===== config.mk =====
export PLATFORM = sky130hd
export DESIGN_NAME = fir_smoothing_edge_replicate_top
export DESIGN_NICKNAME = d
export VERILOG_FILES = /design/src/rtl/fse_pkg.sv /design/src/rtl/fse_front.sv /design/src/rtl/fse_queue.sv /design/src/rtl/fse_back.sv /design/src/rtl/fir_smoothing_edge_replicate_top.sv
export SDC_FILE = /design/constraint.sdc
export NUM_CORES = 2
export LEC_CHECK = 0
export BUFFER_PORTS_ARGS = -buffer_cell sky130_fd_sc_hd__buf_2
export CAP_MARGIN = 20
export CORE_MARGIN = 1
export CORE_UTILIZATION = 44
export CTS_CLUSTER_SIZE = 30
export DETAILED_ROUTE_END_ITERATION = 8
export SYNTH_ARGS = -nofsm -noshare
export SYNTH_HDL_FRONTEND = slang
export SYNTH_SLANG_ARGS = --single-unit

===== constraint.sdc =====
create_clock -name clock -period 39.6 [get_ports clock]
set_input_delay 7.92 -clock clock [delete_from_list [all_inputs] [get_ports clock]]
set_output_delay 7.92 -clock clock [all_outputs]
set_load 0.01 [all_outputs]

===== src/rtl/fse_pkg.sv =====
// fse_pkg: shared constants, types and enums of the edge-replicate fir smoother
// depends on nothing; imported by every module of the block
package fse_pkg;

   localparam int MAX_TAPS       = 31;
   localparam int SAMPLE_BITS    = 16;
   localparam int COEF_BITS      = 16;
   localparam int TAP_COUNT_BITS = 5;   // csr field and tap_index field width
   localparam int IDX_BITS       = $clog2(MAX_TAPS);      // tap / window index
   localparam int CNT_BITS       = $clog2(MAX_TAPS + 1);  // counts 0..MAX_TAPS
   localparam int AGE_BITS       = IDX_BITS + 2;          // signed tap age
   localparam int ACC_BITS       = SAMPLE_BITS + COEF_BITS + CNT_BITS + 1;
   localparam int QUEUE_DEPTH    = 2;
   localparam int QPTR_BITS      = $clog2(QUEUE_DEPTH);
   localparam int QCNT_BITS      = $clog2(QUEUE_DEPTH + 1);

   typedef enum logic {
      CMD_COEF   = 1'b0,
      CMD_SAMPLE = 1'b1
   } cmd_kind_type;

   typedef struct packed {
      cmd_kind_type                kind;
      logic [IDX_BITS-1:0]         idx;
      logic [COEF_BITS-1:0]        value;
      logic [SAMPLE_BITS-1:0]      sample;
      logic                        line_end;
      logic [CNT_BITS-1:0]         taps;
   } cmd_type;

   typedef enum logic [1:0] {
      BK_IDLE,
      BK_MAC,
      BK_DRAIN,
      BK_OUT
   } bk_state_type;

   typedef struct packed {
      logic busy;
      logic pipe_empty;
   } bk_status_type;

endpackage


===== src/rtl/fse_front.sv =====
// fse_front: tap count register, item classification and queue push
// depends on fse_pkg
module fse_front import fse_pkg::*; (
   input  logic                      clock,
   input  logic                      reset,
   input  logic                      csr_valid,
   output logic                      csr_ready,
   input  logic [TAP_COUNT_BITS-1:0] csr_tap_count,
   input  logic                      req_valid,
   output logic                      req_ready,
   input  logic                      req_func,
   input  logic [TAP_COUNT_BITS-1:0] req_tap_index,
   input  logic [COEF_BITS-1:0]      req_tap_value,
   input  logic [SAMPLE_BITS-1:0]    req_sample,
   input  logic                      req_line_end,
   input  logic                      q_full,
   output logic                      q_push,
   output cmd_type                   q_data
);

   logic [TAP_COUNT_BITS-1:0] tap_count_ff;
   logic [TAP_COUNT_BITS-1:0] tap_count_in;
   logic [CNT_BITS-1:0]       taps_used;
   logic                      idx_ok;

   assign csr_ready    = 1'b1;
   assign tap_count_in = csr_valid ? csr_tap_count : tap_count_ff;

   always_ff @(posedge clock) begin
      if (reset) begin
         tap_count_ff <= TAP_COUNT_BITS'(1);
      end else begin
         tap_count_ff <= tap_count_in;
      end
   end

   // zero acts as one tap, anything above the kernel size is clamped
   always_comb begin
      if (tap_count_ff == '0) begin
         taps_used = CNT_BITS'(1);
      end else if (32'(tap_count_ff) > MAX_TAPS) begin
         taps_used = CNT_BITS'(MAX_TAPS);
      end else begin
         taps_used = CNT_BITS'(tap_count_ff);
      end
   end

   assign idx_ok    = (32'(req_tap_index) < MAX_TAPS);
   assign req_ready = !q_full;
   // out-of-range coefficient loads are taken and dropped here
   assign q_push    = req_valid && !q_full && ((req_func == CMD_SAMPLE) || idx_ok);

   always_comb begin
      q_data.kind     = cmd_kind_type'(req_func);
      q_data.idx      = IDX_BITS'(req_tap_index);
      q_data.value    = req_tap_value;
      q_data.sample   = req_sample;
      q_data.line_end = req_line_end;
      q_data.taps     = taps_used;
   end

endmodule


===== src/rtl/fse_queue.sv =====
// fse_queue: short command fifo between front and back
// depends on fse_pkg
module fse_queue import fse_pkg::*; (
   input  logic    clock,
   input  logic    reset,
   input  logic    push,
   input  cmd_type push_data,
   output logic    full,
   input  logic    pop,
   output cmd_type pop_data,
   output logic    empty
);

   cmd_type              entry_ff [QUEUE_DEPTH];
   logic [QPTR_BITS-1:0] wr_ptr_ff;
   logic [QPTR_BITS-1:0] rd_ptr_ff;
   logic [QCNT_BITS-1:0] count_ff;
   logic [QPTR_BITS-1:0] wr_ptr_in;
   logic [QPTR_BITS-1:0] rd_ptr_in;
   logic [QCNT_BITS-1:0] count_in;

   assign full     = (count_ff == QCNT_BITS'(QUEUE_DEPTH));
   assign empty    = (count_ff == '0);
   assign pop_data = entry_ff[rd_ptr_ff];

   always_comb begin
      wr_ptr_in = wr_ptr_ff;
      rd_ptr_in = rd_ptr_ff;
      count_in  = count_ff;
      if (push) begin
         wr_ptr_in = (wr_ptr_ff == QPTR_BITS'(QUEUE_DEPTH - 1)) ? '0
                                                                : wr_ptr_ff + QPTR_BITS'(1);
      end
      if (pop) begin
         rd_ptr_in = (rd_ptr_ff == QPTR_BITS'(QUEUE_DEPTH - 1)) ? '0
                                                                : rd_ptr_ff + QPTR_BITS'(1);
      end
      if (push && !pop) begin
         count_in = count_ff + QCNT_BITS'(1);
      end else if (pop && !push) begin
         count_in = count_ff - QCNT_BITS'(1);
      end
   end

   always_ff @(posedge clock) begin
      if (reset) begin
         wr_ptr_ff <= '0;
         rd_ptr_ff <= '0;
         count_ff  <= '0;
      end else begin
         wr_ptr_ff <= wr_ptr_in;
         rd_ptr_ff <= rd_ptr_in;
         count_ff  <= count_in;
      end
   end

   always_ff @(posedge clock) begin
      if (push) begin
         entry_ff[wr_ptr_ff] <= push_data;
      end
   end

endmodule


===== src/rtl/fse_back.sv =====
// fse_back: sample window, coefficient store, serial mac pipeline and result register
// depends on fse_pkg
module fse_back import fse_pkg::*; (
   input  logic                   clock,
   input  logic                   reset,
   input  logic                   q_empty,
   input  cmd_type                q_data,
   output logic                   q_pop,
   output logic                   rsp_valid,
   input  logic                   rsp_ready,
   output logic [SAMPLE_BITS-1:0] rsp_smoothed,
   output logic                   rsp_last_of_line,
   output bk_status_type          status
);

   localparam logic [ACC_BITS-1:0] ROUND = ACC_BITS'(1) << (COEF_BITS - 1);

   bk_state_type state_ff, state_in;

   logic [SAMPLE_BITS-1:0]       window_ff [MAX_TAPS];
   logic [COEF_BITS-1:0]         coef_ff   [MAX_TAPS];
   logic [CNT_BITS-1:0]          seen_ff;
   logic [CNT_BITS-1:0]          taps_ff;
   logic [IDX_BITS-1:0]          half_ff;
   logic [IDX_BITS-1:0]          n_ff;
   logic [IDX_BITS-1:0]          d_ff;
   logic                         flush_ff;
   logic [IDX_BITS-1:0]          j_ff;
   logic                         p1_v_ff;
   logic [IDX_BITS-1:0]          a_ff;
   logic [IDX_BITS-1:0]          cj_ff;
   logic                         p2_v_ff;
   logic [SAMPLE_BITS+COEF_BITS-1:0] prod_ff;
   logic [ACC_BITS-1:0]          acc_ff;
   logic                         rsp_valid_ff;
   logic [SAMPLE_BITS-1:0]       rsp_smoothed_ff;
   logic                         rsp_last_ff;

   logic                         take_sample;
   logic [CNT_BITS-1:0]          seen_next;
   logic [IDX_BITS-1:0]          n_new;
   logic [IDX_BITS-1:0]          half_new;
   logic [IDX_BITS-1:0]          d_new;
   logic                         start_out;
   logic                         issue;
   logic                         last_issue;
   logic                         out_free;
   logic                         load_out;
   logic                         more_out;
   logic signed [AGE_BITS-1:0]   age;
   logic signed [AGE_BITS-1:0]   n_ext;
   logic [IDX_BITS-1:0]          addr;
   logic [ACC_BITS-1:0]          rounded;
   logic [SAMPLE_BITS-1:0]       result;

   // line bookkeeping for an arriving sample
   always_comb begin
      seen_next = (seen_ff == CNT_BITS'(MAX_TAPS)) ? seen_ff : seen_ff + CNT_BITS'(1);
      n_new     = IDX_BITS'(seen_next - CNT_BITS'(1));
      half_new  = IDX_BITS'(q_data.taps >> 1);
      start_out = q_data.line_end || (n_new >= half_new);
      d_new     = (q_data.line_end && (n_new < half_new)) ? n_new : half_new;
   end

   // window age of tap j, clamped to the line's first and last sample
   always_comb begin
      age   = AGE_BITS'(d_ff) + AGE_BITS'(half_ff) - AGE_BITS'(j_ff);
      n_ext = AGE_BITS'(n_ff);
      if (age[AGE_BITS-1]) begin
         addr = '0;
      end else if (age > n_ext) begin
         addr = n_ff;
      end else begin
         addr = IDX_BITS'(age);
      end
   end

   always_comb begin
      rounded = acc_ff + ROUND;
      if (|rounded[ACC_BITS-1:COEF_BITS+SAMPLE_BITS]) begin
         result = '1;
      end else begin
         result = rounded[COEF_BITS+SAMPLE_BITS-1:COEF_BITS];
      end
   end

   // outputs of the sequencer
   always_comb begin
      q_pop       = (state_ff == BK_IDLE) && !q_empty;
      take_sample = q_pop && (q_data.kind == CMD_SAMPLE);
      issue       = (state_ff == BK_MAC);
      last_issue  = issue && ((CNT_BITS'(j_ff) + CNT_BITS'(1)) == taps_ff);
      out_free    = !rsp_valid_ff || rsp_ready;
      load_out    = (state_ff == BK_OUT) && out_free;
      more_out    = flush_ff && (d_ff != '0);
   end

   // next state
   always_comb begin
      state_in = state_ff;
      case (state_ff)
         BK_IDLE: begin
            if (take_sample && start_out) begin
               state_in = BK_MAC;
            end
         end
         BK_MAC: begin
            if (last_issue) begin
               state_in = BK_DRAIN;
            end
         end
         BK_DRAIN: begin
            if (!p1_v_ff && !p2_v_ff) begin
               state_in = BK_OUT;
            end
         end
         BK_OUT: begin
            if (out_free) begin
               state_in = more_out ? BK_MAC : BK_IDLE;
            end
         end
         default: begin
            state_in = BK_IDLE;
         end
      endcase
   end

   always_ff @(posedge clock) begin
      if (reset) begin
         state_ff     <= BK_IDLE;
         seen_ff      <= '0;
         p1_v_ff      <= 1'b0;
         p2_v_ff      <= 1'b0;
         rsp_valid_ff <= 1'b0;
      end else begin
         state_ff <= state_in;
         p1_v_ff  <= issue;
         p2_v_ff  <= p1_v_ff;
         if (take_sample) begin
            seen_ff <= q_data.line_end ? '0 : seen_next;
         end
         if (load_out) begin
            rsp_valid_ff <= 1'b1;
         end else if (rsp_ready) begin
            rsp_valid_ff <= 1'b0;
         end
      end
   end

   always_ff @(posedge clock) begin
      if (take_sample) begin
         taps_ff  <= q_data.taps;
         half_ff  <= half_new;
         n_ff     <= n_new;
         d_ff     <= d_new;
         flush_ff <= q_data.line_end;
      end else if (load_out && more_out) begin
         d_ff <= d_ff - IDX_BITS'(1);
      end
      if (take_sample || load_out) begin
         j_ff <= '0;
      end else if (issue) begin
         j_ff <= j_ff + IDX_BITS'(1);
      end
      a_ff    <= addr;
      cj_ff   <= j_ff;
      prod_ff <= window_ff[a_ff] * coef_ff[cj_ff];
      if (take_sample || load_out) begin
         acc_ff <= '0;
      end else if (p2_v_ff) begin
         acc_ff <= acc_ff + ACC_BITS'(prod_ff);
      end
      if (load_out) begin
         rsp_smoothed_ff <= result;
         rsp_last_ff     <= flush_ff && (d_ff == '0);
      end
   end

   // newest sample at index zero
   always_ff @(posedge clock) begin
      if (take_sample) begin
         for (int k = MAX_TAPS - 1; k > 0; k--) begin
            window_ff[k] <= window_ff[k-1];
         end
         window_ff[0] <= q_data.sample;
      end
   end

   always_ff @(posedge clock) begin
      if (q_pop && (q_data.kind == CMD_COEF)) begin
         coef_ff[q_data.idx] <= q_data.value;
      end
   end

   assign rsp_valid         = rsp_valid_ff;
   assign rsp_smoothed      = rsp_smoothed_ff;
   assign rsp_last_of_line  = rsp_last_ff;
   assign status.busy       = (state_ff != BK_IDLE);
   assign status.pipe_empty = !p1_v_ff && !p2_v_ff;

endmodule


===== src/rtl/fir_smoothing_edge_replicate_top.sv =====
// fir_smoothing_edge_replicate_top: streaming symmetric fir smoother with edge replication
// depends on fse_pkg, fse_front, fse_queue, fse_back
//
// channel  direction  handshake              payload
// req      in         req_valid / req_ready  func, tap_index, tap_value, sample, line_end
// rsp      out        rsp_valid / rsp_ready  smoothed, last_of_line
// csr      in         csr_valid / csr_ready  tap_count
//
// coefficient loads and samples that complete no output leave the queue while the sequencer stays idle
// each output runs one mac per tap on the single 16x16 multiplier, then drains the
// address / multiply / accumulate pipe and loads the result register
// a line_end sample flushes up to half + 1 outputs back to back
// reset is synchronous and active high; tap_count returns to one, coefficients hold junk
// the two-entry queue and the result register let input and output stall independently
module fir_smoothing_edge_replicate_top import fse_pkg::*; (
   input  logic                      clock,
   input  logic                      reset,
   // configuration write
   input  logic                      csr_valid,
   output logic                      csr_ready,
   input  logic [TAP_COUNT_BITS-1:0] csr_tap_count,
   // input items
   input  logic                      req_valid,
   output logic                      req_ready,
   input  logic                      req_func,
   input  logic [TAP_COUNT_BITS-1:0] req_tap_index,
   input  logic [COEF_BITS-1:0]      req_tap_value,
   input  logic [SAMPLE_BITS-1:0]    req_sample,
   input  logic                      req_line_end,
   // result items
   output logic                      rsp_valid,
   input  logic                      rsp_ready,
   output logic [SAMPLE_BITS-1:0]    rsp_smoothed,
   output logic                      rsp_last_of_line
);

   logic          q_push;
   logic          q_pop;
   logic          q_full;
   logic          q_empty;
   cmd_type       q_wr_data;
   cmd_type       q_rd_data;
   bk_status_type bk_status;

   // front: holds tap_count, clamps it per item, drops out-of-range loads
   fse_front u_front (
      .clock         (clock),
      .reset         (reset),
      .csr_valid     (csr_valid),
      .csr_ready     (csr_ready),
      .csr_tap_count (csr_tap_count),
      .req_valid     (req_valid),
      .req_ready     (req_ready),
      .req_func      (req_func),
      .req_tap_index (req_tap_index),
      .req_tap_value (req_tap_value),
      .req_sample    (req_sample),
      .req_line_end  (req_line_end),
      .q_full        (q_full),
      .q_push        (q_push),
      .q_data        (q_wr_data)
   );

   // command queue decouples intake from the mac sequencer
   fse_queue u_queue (
      .clock     (clock),
      .reset     (reset),
      .push      (q_push),
      .push_data (q_wr_data),
      .full      (q_full),
      .pop       (q_pop),
      .pop_data  (q_rd_data),
      .empty     (q_empty)
   );

   // back: window shift, coefficient writes, serial mac and rounding
   fse_back u_back (
      .clock            (clock),
      .reset            (reset),
      .q_empty          (q_empty),
      .q_data           (q_rd_data),
      .q_pop            (q_pop),
      .rsp_valid        (rsp_valid),
      .rsp_ready        (rsp_ready),
      .rsp_smoothed     (rsp_smoothed),
      .rsp_last_of_line (rsp_last_of_line),
      .status           (bk_status)
   );

`ifndef SYNTH
   // the window may only shift while no product of an older item is in flight
   a_idle_pipe_empty: assert property (@(posedge clock) disable iff (reset)
      !bk_status.busy |-> bk_status.pipe_empty)
      else $error("mac pipe busy while sequencer idle");

   a_no_push_full: assert property (@(posedge clock) disable iff (reset)
      q_push |-> !q_full)
      else $error("push into full queue");

   a_no_pop_empty: assert property (@(posedge clock) disable iff (reset)
      q_pop |-> !q_empty)
      else $error("pop from empty queue");

   // a result is loaded only after the sequencer left idle for it
   a_rsp_after_work: assert property (@(posedge clock) disable iff (reset)
      $rose(rsp_valid) |-> $past(bk_status.busy))
      else $error("result appeared without mac work");
`endif

endmodule

# Word level (Yosys, flattened, before mapping)
# Memories as Yosys holds them, arrays and structs flattened. A register that Yosys moved wholly into a read port is not among the register bits.
# Index checks and enable logic that the tools add are counted.
[totals]
regBits = 131
ramBits = 1080
in_bits = 49
output_inout_bits = 20
elab_cells = 114
n_memories = 3
[classes]
add_sub_neg = 12
n_mul = 1
magnitude_cmp = 4
n_eq_ne = 10
n_mux = 28
n_bitwise = 1
reduce_logical = 36
[mem_list]
columns = ["name", "words", "word_bits", "rd", "rd_ports_with_merged_regs", "wr", "line_no", "text"]
rows = [
  ["u_back.coef_ff", 31, 16, 1, 1, 1, "fse_back.sv:21", "logic [COEF_BITS-1:0] coef_ff [MAX_TAPS];"],
  ["u_back.window_ff", 31, 16, 31, 1, 31, "fse_back.sv:20", "logic [SAMPLE_BITS-1:0] window_ff [MAX_TAPS];"],
  ["u_queue.entry_ff", 2, 44, 1, 1, 1, "fse_queue.sv:14", "cmd_type entry_ff [QUEUE_DEPTH];"],
]
[op_table]
columns = ["cell", "n"]
rows = [
  ["2-to-1 mux 5 bit", 8],
  ["adder 38 x 16 -> 38 bit, second input constant", 1],
  ["adder 38 x 32 -> 38 bit", 1],
  ["multiplier 16 x 16 -> 32 bit", 1],
  ["logical AND 1 bit", 15],
  ["2-to-1 mux 1 bit", 13],
  ["2-to-1 mux 2 bit", 6],
  ["adder 5 x 1 -> 5 bit, second input constant", 2],
  ["zero test 5 bit", 2],
  ["subtractor 5 x 1 -> 5 bit, second input constant", 2],
  ["case mux 2 bit (4 select lines)", 1],
  ["greater-than comparator 7 x 6 -> 1 bit", 1],
  ["zero test 1 bit", 7],
  ["subtractor 7 x 5 -> 7 bit", 1],
  ["adder 5 x 4 -> 6 bit", 1],
  ["== test 2 bit, second input constant", 3],
  ["inequality test 2 bit, second input constant", 3],
  ["nonzero test 2 bit", 3],
  ["OR reduction 6 bit", 1],
  ["== test 5 bit", 1],
  ["== test 5 bit, second input constant", 1],
  [">= comparator 5 x 4 -> 1 bit", 1],
  ["< comparator 5 x 4 -> 1 bit", 1],
  ["< comparator 5 bit, second input constant", 1],
  ["other kinds (10)", 15],
]

# Depth between registers and ports, before layout
[logic_depth]
ltp_word = 8
mapped_depth = 32
ltp_nobuf = 27

# By module
# Synthesis repeated with hierarchy kept, for this count alone.
[hier_totals]
hier_cells = 3501
area_unflattened_um2 = 57297.5
[by_module_without_submodules]
columns = ["module", "n_inst", "cells_per_inst", "area_per_inst_um2", "seq_area_each_um2"]
rows = [
  ["fse_back", 1, 3274, 53372.4, 32681.3],
  ["fse_queue", 1, 159, 3380.7, 2742.6],
  ["fse_front", 1, 68, 544.3, 100.1],
]

# Worst setup path after synthesis
# Ideal clock, no wire load.
[synth_timing]
path_type = "flip-flop to flip-flop"
startpoint = "reg u_back.state_ff[0]"
endpoint = "reg u_back.seen_ff[0]"
setup_ps = 161
arrival_time_ps = 16914
setup_slack_ps = 22525
stages_incl_launch_ff = 10
synth_period_minus_slack_ps = 17075
path_cell_list = "dfxtp_1 inv_1 ha_1 o21ai_1 or2_2 inv_1 clkbuf_1 o21ai_0 a32oi_1 nor2_1"
[synth_between]
elab_chain_len = 3
[synth_rtl]
columns = ["element", "line_no", "text"]
rows = [
  ["from (decl)", "fse_back.sv:18", "bk_state_type state_ff, state_in;"],
  ["from (signal assigned)", "fse_back.sv:136", "state_ff <= state_in;"],
  ["zero test 2 bit", "fse_back.sv:89", "q_pop = (state_ff == BK_IDLE) && !q_empty;"],
  ["logical AND 1 bit", "fse_back.sv:89", ""],
  ["logical AND 1 bit", "fse_back.sv:90", "take_sample = q_pop && (q_data.kind == CMD_SAMPLE);"],
  ["net u_back.take_sample", "fse_back.sv:39", "logic take_sample;"],
  ["to (signal assigned)", "fse_back.sv:140", "seen_ff <= q_data.line_end ? '0 : seen_next;"],
  ["to (decl)", "fse_back.sv:22", "logic [CNT_BITS-1:0] seen_ff;"],
]
# The timed path passes the listed nets, and every way through them passes these cells.
# A chain may end at the register's enable or synchronous reset.

==> results.py <==
metrics = {
    "outcome": {
        "result_of_the_run": "completed",
    },
    "sta": {
        "timing_worst_slew_pin_value_ns": 1.10,
        "fin_setup_tns_ns": 0,
        "timing.slew.headroom": 0.266,
        "rsz0062_at_grt": "no",
        "slew_viol_final": 0,
        "finalWorstPathRequiredPeriod_ns": 9.85,
        "period_share": 0.249,
        "final.setup_skew_ns": 0.0476,
        "achievable-frequency_mhz": 102,
        "timing.final.setup_violations": 0,
        "final-hold-violation-count": 0,
    },
    "routing": {
        "routed_wirelength_um": 114000,
        "remaining_drc_errors": 0,
        "vias_per_instance": 5.43,
        "drt-pass1-iter-count": 5,
        "ant_nets": 0,
        "dr.first_iter.drc_count": 2178,
        "routedWlPerCell_um": 21.3,
        "route.vias.total": 29100,
    },
    "job": {
        "drv_cap": 0,
    },
    "logic_synthesis": {
        "netlist_instances": 3453,
        "ys_warn_count": 0,
        "synth-seq-area-share": 0.625,
        "synth_enable_flop_cells": 1113,
        "synth-seq-cells": 1218,
        "yosys.cell_types.count": 72,
        "dominantRegCellSynth": "edfxtp_1",
        "syn-num-nets": 3863,
        "avgSynthCellArea_sq_um": 16.5,
        "asyncSetResetFlopFracSynth": 0,
        "syn-cell-area_sq_um": 56800,
    },
    "clocking": {
        "post_cts_buffers": 0,
        "number_of_cts_inserted_buffers": 133,
        "worstSkewPairLatency_ns": 0.76,
        "htreeDepth": 4,
        "cts.path.max_buffers": 3,
        "clk_transition_reported_paths_ns": 0.07,
        "tritoncts": "done",
        "cts.repair.resized": 0,
        "cts_hold_buffers": 0,
        "cts.sink_count": 1218,
        "root_buffer": "clkbuf_16",
    },
    "floorplan": {
        "initial_utilization": 0.444,
        "die_h_um": 361,
        "die_area_sq_um": 131000,
        "fp.dieW_um": 361,
        "standard_cell_rows": 131,
        "ioPinCount": 69,
        "core_area_sq_um": 128000,
    },
    "layout": {
        "nNetsFinal": 4002,
        "drive_gt1_frac": 0.191,
        "layout-area-overhead-vs-synth_pct": 11.8,
    },
    "placement": {
        "io_buffer_count": 67,
        "gp_routability_congestion": 0.807,
        "dp_hpwl_um": 72000,
    },
    "global_route": {
        "grt_start_max_net_pins": 95,
        "antenna_found_initial": 4,
        "vias_in_the_first_global_route": 30200,
        "total_overflow_reported_by_the_global_router": 0,
        "grt_first_pass_wirelength_um": 178000,
        "grt_util_all_layers": 0.178,
    },
    "critical_path": {
        "crit_arrival_ns": 10.54,
        "critical_path.endpoint_type": "register",
        "worstPathMaxFanout": 47,
        "start_to_end_type_of_the_worst_setup_path": "reg -> reg",
        "crit_path_start_kind": "register",
        "critical_path_required_ns": 40.28,
    },
    "min_path": {
        "worst_hold_path_type": "reg -> reg",
    },
}
-- registers in the layout (all words and copies together) (netlist names), named ones only --
| register | count |
|---|---|
| u_queue.entry_ff | 88 |
| u_back.state_ff | 2 |
| u_queue.count_ff | 2 |
| u_front.tap_count_ff | 5 |
| u_back.window_ff | 496 |
| u_queue.wr_ptr_ff | 1 |
| u_back.acc_ff | 38 |
| u_back.coef_ff | 496 |
| u_back.rsp_last_of_line | 1 |
| u_back.seen_ff | 5 |
| u_back.d_ff | 5 |
| u_back.taps_ff | 5 |
| u_back.flush_ff | 1 |
| u_back.j_ff | 5 |
| u_back.rsp_valid | 1 |
| u_back.rsp_smoothed | 16 |
| u_queue.rd_ptr_ff | 1 |
| u_back.p2_v_ff | 1 |
| u_back.n_ff | 5 |
| u_back.p1_v_ff | 1 |
| u_back.prod_ff | 32 |
-- path summary, 6_finish.rpt --
path / endpoint / start / cells after the start / slack [ns]
worst max-delay path: u_back.prod_ff[30]$_DFF_P_ / register / 27 / 29.75
worst max register to register: u_back.prod_ff[30]$_DFF_P_ / register / 27 / 29.75
worst min register to register: register / u_back.j_ff[4]$_SDFFE_PP0P_ / 0 / 0.41
worst min-delay path: register / u_back.j_ff[4]$_SDFFE_PP0P_ / 0 / 0.41
-- synth_stat cells (all sizes together) (3+ instances only) --
cell type,instances,area (sq um)
o211ai,6,45.0
mux2,40,450
and3,14,87.6
fa,197,3940
a32oi,3,26.3
dfxtp,105,2100
or3,10,62.6
nor2b,7,43.8
nand2b,13,81.3
nand4,18,113
o31ai,3,22.5
a21o,28,210
a31oi,15,93.8
ha,164,2050
nor2,271,1020
inv,274,1030
o21a,12,90.1
o32ai,4,35.0
nand2,126,473
a211o,3,26.3
clkbuf,70,263
edfxtp,1113,33400
mux2i,103,1030
nor3,20,100
or2,130,813
nand3,20,100
o21ai,77,385
buf,79,407
a31o,3,26.3
a311oi,5,50.0
o21bai,11,82.6
nand4b,3,26.3
or4,3,26.3
xor2,37,324
xnor2,57,499
a211oi,13,97.6
mux4,288,6490
a21oi,74,378
-- area by class of cell --
cell class	count	area [sq um]
multi-input combinational	1812	19700
fill	10700	64300
clock buffer	181	3620
antenna	3	7.51
clock inverter	54	582
tap	1662	2080
timing repair buffer	153	981
inverter	274	1040
sequential	1218	35600
-- cell usage in the layout (no fill, tap or decap), types with 12 or more instances in the layout --
cell type	synthesis	final
buf_4	3	86
xor2_1	37	37
dfxtp_1	105	95
clkbuf_1	70	40
mux4_2	288	288
nand4_1	18	18
xnor2_1	57	57
nor2_1	271	256
o21ai_0	69	69
nand3_1	20	20
fa_1	197	197
edfxtp_1	1113	1113
a31oi_1	15	15
ha_1	164	164
mux2i_1	103	99
nand2b_1	13	13
a211oi_1	13	13
or2_1	115	115
nand2_1	126	126
or2_2	15	15
a21o_1	28	28
buf_2	67	67
inv_1	274	273
o21a_1	12	12
a21oi_1	72	72
mux2_2	39	39
nor3_1	20	20
clkbuf_16	0	136
and3_1	14	14
nor2_2	0	13
clkinv_1	0	21
-- critical path: stages (launching register included) --
cell and delay, ns:
dfxtp_4 0.98, buf_4 0.73, buf_4 0.84, mux4_2 0.59, mux4_2 0.52, mux2i_1 0.15
buf_4 0.27, nor2_1 0.10, fa_1 0.55, inv_1 0.05, fa_1 0.47, inv_1 0.05
fa_1 0.48, fa_1 0.45, fa_1 0.52, inv_1 0.06, fa_1 0.48, inv_1 0.04
ha_1 0.34, a21o_1 0.19, a21o_1 0.17, a21o_1 0.22, a2111oi_4 0.35, nor3_1 0.11
or4_4 0.52, a31o_1 0.23, a21oi_2 0.14, xnor2_1 0.12
-- cells by family (layout without fill, tap and decap cells) --
family	Yosys count	in the layout	synth area share
flip-flops	1218	1218	0.625
AND/OR/NAND/NOR	645	645	0.0531
multiplexers	431	431	0.140
buffers and inverters	423	662	0.0299
adder cells (fa/ha/maj)	361	361	0.106
AO/OA/AOI/OAI	280	280	0.0314
XOR/XNOR	94	94	0.0145
other	1	4	0.0000660
-- per-layer routing --
layer  track usage  vias to the layer above  wire [um]
met2         0.279                      689      53300
met5             0                        -          7
met1         0.257                    15000      52700
li1              -                    13200          -
met4        0.0520                        2       2430
met3        0.0289                      172       5770
-- per-stage QoR --
stage | cell area, sq um | worst slack, ns | utilization | hold WS (ns) | std cells
floorplan | 56800 | 22.52 | - | 0.363 | 3453
global placement | 59300 | 29.32 | 0.464 | 0.394 | 5119
detailed placement | 59300 | 29.29 | 0.464 | 0.394 | 5119
CTS | 63500 | 29.55 | 0.497 | 0.403 | 5354
global route | 63500 | 29.11 | 0.497 | 0.407 | 5354
finish | 63500 | 29.75 | 0.497 | 0.407 | 5357
Power is left out: the tool's default activity adds up to more than one toggle a clock period on the data nets, which glitch-free logic cannot reach.
